## src/hdl/lpi_pkg.sv

```systemverilog
// ----------------------------------------------------------------------------
// lpi_pkg
// Shared types and constants of the line pair intersection block.
// ----------------------------------------------------------------------------
`default_nettype none

package lpi_pkg;

    localparam int COEF_WIDTH_DEF = 16;
    localparam int QUEUE_DEPTH    = 4;
    localparam int QUOT_BITS      = 32;
    localparam int OUT_FRAC       = 16;
    localparam int M_DATA_W       = 72;
    localparam int CT_W           = 15;
    localparam int DT_W           = 31;
    localparam int APB_ADDR_W     = 3;

    // outcome codes
    typedef enum logic [2:0] {
        OUT_UNIQUE     = 3'd0,
        OUT_ORIGIN     = 3'd1,
        OUT_COINCIDENT = 3'd2,
        OUT_DISJOINT   = 3'd3,
        OUT_NO_NORMAL  = 3'd4
    } outcome_t;

    // register indexes (paddr[2])
    typedef enum logic {
        REG_COEF_THR = 1'b0,
        REG_DET_THR  = 1'b1
    } reg_idx_t;

    // control of one request between front, queue and back
    typedef struct packed {
        logic     found;
        outcome_t outcome;
        logic     x_zero;
        logic     x_neg;
        logic     y_zero;
        logic     y_neg;
    } ctl_t;

    localparam int CTL_W = $bits(ctl_t);

endpackage

`default_nettype wire

```

## src/hdl/lpi_queue.sv

```systemverilog
// ----------------------------------------------------------------------------
// lpi_queue
// Short request queue between the classifying front and the divider back.
// ----------------------------------------------------------------------------
`default_nettype none

module lpi_queue #(
    parameter int WIDTH = 8,
    parameter int DEPTH = lpi_pkg::QUEUE_DEPTH
) (
    input  wire logic                     aclk,
    input  wire logic                     aresetn,
    input  wire logic                     push,
    input  wire logic [WIDTH-1:0]         push_data,
    input  wire logic                     pop,
    output logic                          pop_valid,
    output logic [WIDTH-1:0]              pop_data,
    output logic [$clog2(DEPTH+1)-1:0]    count
);
    localparam int PW = (DEPTH > 1) ? $clog2(DEPTH) : 1;
    localparam int CNTW = $clog2(DEPTH + 1);

    logic [WIDTH-1:0] entry_reg [0:DEPTH-1];
    logic [PW-1:0]    wr_ptr_reg, rd_ptr_reg;
    logic [CNTW-1:0]  count_reg;

    function automatic logic [PW-1:0] ptr_inc(input logic [PW-1:0] p);
        return (32'(p) == DEPTH - 1) ? '0 : PW'(p + 1'b1);
    endfunction

    // advance pointers and count
    always_ff @(posedge aclk) begin
        if (!aresetn) begin
            wr_ptr_reg <= '0;
            rd_ptr_reg <= '0;
            count_reg  <= '0;
        end else begin
            if (push) begin
                wr_ptr_reg <= ptr_inc(wr_ptr_reg);
            end
            if (pop) begin
                rd_ptr_reg <= ptr_inc(rd_ptr_reg);
            end
            count_reg <= count_reg + CNTW'(push) - CNTW'(pop);
        end
        if (push) begin
            entry_reg[wr_ptr_reg] <= push_data;
        end
    end

    assign pop_valid = (count_reg != '0);
    assign pop_data  = entry_reg[rd_ptr_reg];
    assign count     = count_reg;

endmodule

`default_nettype wire

```

## config.mk

```make
export PLATFORM = sky130hd
export DESIGN_NAME = lpi_queue
export DESIGN_NICKNAME = d
export VERILOG_FILES = /design/src/hdl/lpi_pkg.sv /design/src/hdl/lpi_queue.sv
export SDC_FILE = /design/constraint.sdc
export NUM_CORES = 1
export LEC_CHECK = 0
export BUFFER_PORTS_ARGS = -buffer_cell sky130_fd_sc_hd__clkbuf_2
export CAP_MARGIN = 0
export CORE_MARGIN = 2
export CORE_UTILIZATION = 30
export CTS_CLUSTER_SIZE = 40
export DETAILED_ROUTE_END_ITERATION = 10
export GPL_ROUTABILITY_DRIVEN = 0
export SKIP_LAST_GASP = 1
export SYNTH_ARGS = -nofsm -noshare
export SYNTH_HDL_FRONTEND = slang
export SYNTH_SLANG_ARGS = --single-unit
export TNS_END_PERCENT = 1
```

## constraint.sdc

```tcl
create_clock -name aclk -period 2.2 [get_ports aclk]
set_clock_uncertainty 0.2 [all_clocks]
set_input_delay 0.11 -clock aclk [delete_from_list [all_inputs] [get_ports aclk]]
set_output_delay 0.11 -clock aclk [all_outputs]
set_load 0.02 [all_outputs]
```

==> Implementation_results.wiki, run 1 <==
{| class="wikitable"
! Metric !! Value
|-
| Drt first-iter violations || 31
|-
| Setup slack of the critical path after layout || 0.380 ns
|-
| Starting utilization of the core area || 0.312
|-
| Maximum resistive drop on vdd || 0.547 mV
|-
| Port Buffer Count || 23
|-
| Half-perimeter wire length after placement || 1.80 mm
|-
| RSZ-0062 raised after global routing || no
|-
| Worst setup path class || flip-flop to output port
|-
| Data required, critical path || 1.89 ns
|-
| Leakage power summed over all cells || 0.740 nW
|-
| Max reg flops || 32
|-
| Clk buf depth || 2
|-
| Cell area after layout || 1980 um^2
|-
| Antenna violations before repair || 0
|-
| Max frequency || 549 MHz
|-
| R2r startpoint || count[0]
|-
| Growth of design area from synthesis to finish || 23.3%
|-
| Clk pwr share || 0.270
|-
| Pin slew with the least headroom to its limit || 0.449 ns
|-
| Number of different library cells in the post-synthesis netlist || 16
|-
| Height of the die || 77.1 um
|-
| Root buffer selected by CTS || clkbuf_8
|-
| CP Launch Type || flip-flop
|-
| Post-layout minimum cycle time || 1.82 ns
|-
| CTS tree || done
|-
| Clock sink count || 41
|-
| Max Fanout on Critical Path || 8
|-
| Sequential share of the synthesized area || 0.712
|-
| CTS H-tree depth || 2
|-
| Number of design rule violations left after detail routing || 0
|-
| Post-synthesis area per instance || 19.1 um^2
|-
| Routed via count || 814
|-
| Fraction of power spent switching nets || 0.248
|-
| Hold path start || pop
|-
| Class of the tightest hold or removal check || input pin to flip-flop
|-
| Gate count after technology mapping || 84
|-
| CP Data Arrival Time || 1.51 ns
|-
| Global route total overflow || 0
|-
| End-of-flow core utilization || 0.385
|-
| Flop-to-flop setup slack || 0.38 ns
|-
| Result of the run || finished, final reports clean
|-
| Post-Route Hold Slack || 0.000505 ns
|-
| Syn_nets || 104
|-
| Layout cell share with drive strength beyond 1 || 0.309
|-
| Count of final setup violators || 0
|-
| Wire length of the first global-routing pass || 4.32 mm
|-
| Final cell count without fillers || 193
|-
| Total internal power || 1.24 mW
|-
| Max Transition Viols Final || 0
|-
| Gate power share || 0.172
|-
| Switching power summed over all nets || 0.408 mW
|-
| Worst skew pair latency || 0.27 ns
|-
| Crit. End Element || output port
|-
| CORE AREA || 5140 um^2
|-
| Accumulated negative setup slack || 0 ns
|-
| Count of state elements after synthesis || 41
|-
| Detailed-route wire length || 2.60 mm
|-
| GRT Resource Usage Total || 0.0972
|-
| Clock Pin Slew Worst Setup and Hold Paths || 0.07 ns
|-
| Number of nets still failing antenna checks after routing || 0
|-
| Die area || 5940 um^2
|-
| Number of placed instances with taps included || 176
|-
| Placed Area || 1800 um^2
|-
| Worst max-slew margin expressed relative to the limit || 0.700
|-
| Overall power || 1.64 mW
|-
| Final Hold Vio Count || 0
|-
| Initial DRT Pass Iterations || 4
|-
| Power Dens Cells || 832 nW/um^2
|-
| Sequential Power Share || 0.558
|-
| Maximum number of pins on one net before global-route repair || 13
|-
| Total CTS buffers || 5
|-
| Row Count || 26
|-
| Yosys synthesis warning count || 0
|-
| Fin crit share || 0.827
|-
| Count of pins on the block boundary || 24
|-
| Count of maximum capacitance violations || 0
|-
| Number of nets in the layout || 143
|-
| Detailed-route wire length per cell || 13.4 um
|-
| Total standard cell area after synthesis || 1600 um^2
|-
| Diodes inserted || 0
|-
| Width of the chip || 77.1 um
|-
| Per-cell via count in the routed design || 4.22
|-
| Via count of the first global-routing pass || 895
|-
| Setup Slack @ Placement || 0.383 ns
|}
placed cells by master (no fill, tap or decap), types with 4 or more instances in the layout:
cell and count:
edfxtp_1 32, dfxtp_1 9, ha_1 7, dlygate4sd3_1 10, clkbuf_8 5, inv_1 6, clkbuf_2 23, nor2_1 4
and2_1 5, mux4_2 8
cells by family (layout without fill, tap and decap cells):
logic type | after synthesis | count (layout) | share of synthesized area
multiplexers | 10 | 10 | 0.125
XOR/XNOR | 1 | 1 | 0.0141
buffers and inverters | 8 | 47 | 0.0242
AND/OR/NAND/NOR | 14 | 14 | 0.0515
AO/OA/AOI/OAI | 2 | 2 | 0.00625
flip-flops | 41 | 41 | 0.712
adder cells (fa/ha/maj) | 8 | 8 | 0.0671
worst paths after layout:
kind                   end  depth (start not counted)
min reg2reg  rd_ptr_reg[0]                          2
max            pop_data[2]                          3
max reg2reg       count[2]                          8
min          rd_ptr_reg[0]                          3
worst max-delay path, stage by stage, from the launching register on:
cell	delay (ns)
dfxtp_1	0.32
buf_4	0.21
mux4_2	0.53
clkbuf_2	0.17
Yosys cell counts:
master | number | share of area
a21oi_1 | 2 | 0.0062
and2_1 | 5 | 0.020
buf_6 | 1 | 0.0070
clkbuf_2 | 1 | 0.0031
dfxtp_1 | 9 | 0.11
edfxtp_1 | 32 | 0.60
fa_1 | 1 | 0.012
ha_1 | 7 | 0.055
inv_1 | 6 | 0.014
mux2i_1 | 2 | 0.012
mux4_2 | 8 | 0.11
nand2b_1 | 2 | 0.0078
nor2_1 | 4 | 0.0094
or3_1 | 1 | 0.0039
or3b_1 | 2 | 0.011
xnor3_1 | 1 | 0.014
power groups by stage:
| stage | sequential (mW) | clock (mW) | combinational (mW) |
|---|---|---|---|
| detailed placement | 0.936 | 0 | 0.274 |
| CTS | 0.919 | 0.458 | 0.289 |
| global placement | 0.930 | 0 | 0.264 |
| global route | 0.924 | 0.490 | 0.310 |
| floorplan | 0.946 | 0 | 0.172 |
| finish | 0.918 | 0.444 | 0.283 |
routing by layer:
metal | vias to the layer above | track usage | wire (um)
met5 | - | 0 | 0
met2 | 21 | 0.157 | 1310
met1 | 400 | 0.122 | 1150
met3 | 2 | 0.0306 | 122
li1 | 391 | - | -
met4 | 0 | 0.0375 | 8
repair_timing:
| item | CTS | global route |
|---|---|---|
| resized for setup | 0 | 0 |
| hold endpoints to repair | 37 | 0 |
| setup buffers | 0 | 0 |
| hold buffers | 10 | 0 |
cell type report:
class / count / area [um^2]
clock inverter: 2 / 11.3
timing repair buffer: 34 / 223
sequential: 41 / 1140
fill: 506 / 3160
multi-input combinational: 35 / 423
tap: 70 / 87.6
clock buffer: 5 / 68.8
inverter: 6 / 22.5
Power figures use the tool's default switching activity.
==> run 2, diff against run 1 <==
- clock period: 2.2 -> 1.6 ns (I/O delays scaled with it)
==> run 2 against run 1 <==
Compared with the run above:
- the flow now finishes with violations (setup timing)
- routed wire length up 4.6%
- first-iteration DRC count up 65%
- utilization up 3.1 points
- count of clock-buffer cells in the layout unchanged
- largest power group unchanged
==> Implementation_results.wiki, run 2 (synthesized netlist as in run 1, its figures left out) <==
{| class="wikitable"
! Metric !! Value
|-
| Commonest cells after routing, fill and taps aside || 32 x edfxtp_1, 21 x clkbuf_2, 10 x dlygate4sd3_1
|-
| Number of design rule violations left after detail routing || 0
|-
| Drt first-iter violations || 51
|-
| Max reg flops || 32
|-
| Post-layout minimum cycle time || 1.72 ns
|-
| Routed via count || 859
|-
| Per-cell via count in the routed design || 4.27
|-
| Cell count of the worst hold path || 3
|-
| Starting utilization of the core area || 0.312
|-
| Max Fanout on Critical Path || 3
|-
| Result of the run || complete, but fails checks
|-
| Via count of the first global-routing pass || 980
|-
| Number of nets still failing antenna checks after routing || 0
|-
| Cell area after layout || 2130 um^2
|-
| Failing checks || setup timing
|-
| Worst setup path class || flip-flop to output port
|-
| Class of the tightest hold or removal check || input pin to flip-flop
|-
| CORE AREA || 5140 um^2
|-
| Detailed-route wire length || 2.71 mm
|-
| Detailed-route wire length per cell || 13.5 um
|-
| Total CTS buffers || 5
|-
| Final Hold Vio Count || 0
|-
| Count of pins on the block boundary || 24
|-
| Length in cells of the worst reg-to-reg path || 8
|-
| Row Count || 26
|-
| Layout cell share with drive strength beyond 1 || 0.420
|-
| Die area || 5940 um^2
|-
| Maximum number of pins on one net before global-route repair || 13
|-
| CTS tree || done
|-
| Clock Pin Slew Worst Setup and Hold Paths || 0.07 ns
|-
| Count of maximum capacitance violations || 0
|-
| Crit. End Element || output port
|-
| Number of filler cells placed in the layout || 495
|-
| Clock sink count || 41
|-
| RSZ-0062 raised after global routing || yes
|-
| End-of-flow core utilization || 0.415
|-
| Data required, critical path || 1.32 ns
|-
| Antenna violations before repair || 0
|-
| Leakage power summed over all cells || 0.810 nW
|-
| CP Data Arrival Time || 1.44 ns
|-
| Count of final setup violators || 10
|-
| Number of placed instances with taps included || 183
|-
| Worst max-slew margin expressed relative to the limit || 0.855
|-
| Pin slew with the least headroom to its limit || 0.217 ns
|-
| Growth of design area from synthesis to finish || 33.2%
|-
| Final cell count without fillers || 201
|-
| Setup Slack @ Placement || -0.112 ns
|-
| Clk buf depth || 2
|-
| Overall power || 2.49 mW
|-
| Setup slack of the critical path after layout || -0.123 ns
|-
| Global route total overflow || 0
|-
| Maximum resistive drop on vdd || 0.663 mV
|-
| Wire length of the first global-routing pass || 4.67 mm
|-
| Diodes inserted || 0
|-
| Combined flip-flop and latch cell area || 1150 um^2
|-
| Power Dens Cells || 1170 nW/um^2
|-
| Width of the chip || 77.1 um
|-
| Height of the die || 77.1 um
|-
| Most common library cell in the layout ignoring fill and taps || edfxtp_1
|-
| Combined area of the multi-input logic cells || 450 um^2
|-
| Initial DRT Pass Iterations || 4
|-
| Port Buffer Count || 23
|-
| Root buffer selected by CTS || clkbuf_8
|-
| CTS H-tree depth || 2
|-
| Number of nets in the layout || 151
|-
| Max frequency || 581 MHz
|-
| Worst skew pair latency || 0.28 ns
|-
| CP Launch Type || flip-flop
|-
| Max Transition Viols Final || 0
|-
| Fin crit share || 1.08
|-
| GRT Resource Usage Total || 0.105
|-
| Placed Area || 1890 um^2
|}
-- run 2: worst paths after layout --
check,start,end,slack [ns]
setup reg to reg,count[0],count[2],-0.10
hold reg to reg,rd_ptr_reg[0],flip-flop,0.33
hold / removal,push,wr_ptr_reg[0],0.02
setup / recovery,flip-flop,pop_data[5],-0.12
-- run 2: report_power, final --
| group | internal, mW | total (mW) | switching (mW) |
|---|---|---|---|
| Sequential | 1.22 | 1.26 | 0.0440 |
| Clock | 0.453 | 0.771 | 0.319 |
| Combinational | 0.236 | 0.455 | 0.219 |
-- run 2: worst max-delay path, cell delays in order, from the launching register on --
cell and delay [ns]:
dfxtp_4 0.36, buf_4 0.11, mux4_2 0.51, clkbuf_2 0.18
-- run 2: area by class of cell --
type / instances / area share
Sequential cell: 41 / 0.538
Inverter: 6 / 0.0106
Multi-Input combinational cell: 35 / 0.211
Clock buffer: 5 / 0.0322
Timing Repair Buffer: 42 / 0.151
Tap cell: 70 / 0.0410
Clock inverter: 2 / 0.0164
-- run 2: stage by stage --
| step | setup TNS [ns] | hold WS, ns |
|---|---|---|
| final | -1.05 | 0.0203 |
| after global routing | -1.71 | 0.0228 |
| after CTS | -1.22 | 0.00737 |
| after detailed placement | -0.209 | 0.101 |
| after global placement | -0.0941 | 0.0971 |
| after floorplan | -0.175 | -0.0211 |
-- run 2: layer usage --
layer	global-route usage	wire length, um	vias up	share of wire
met5	0	0	-	0
met4	0.0429	45	0	0.017
met3	0.0341	127	6	0.047
met2	0.182	1390	26	0.51
met1	0.119	1150	419	0.42
li1	-	-	408	-
-- run 2: timing repair --
action | in CTS | in global routing
setup endpoints to repair | 10 | 10
cloned | 0 | 0
resized for setup | 7 | 1
buffers inserted | 0 | 1
hold buffers | 10 | 0
hold endpoints to repair | 41 | 0
pin swaps | 0 | 0
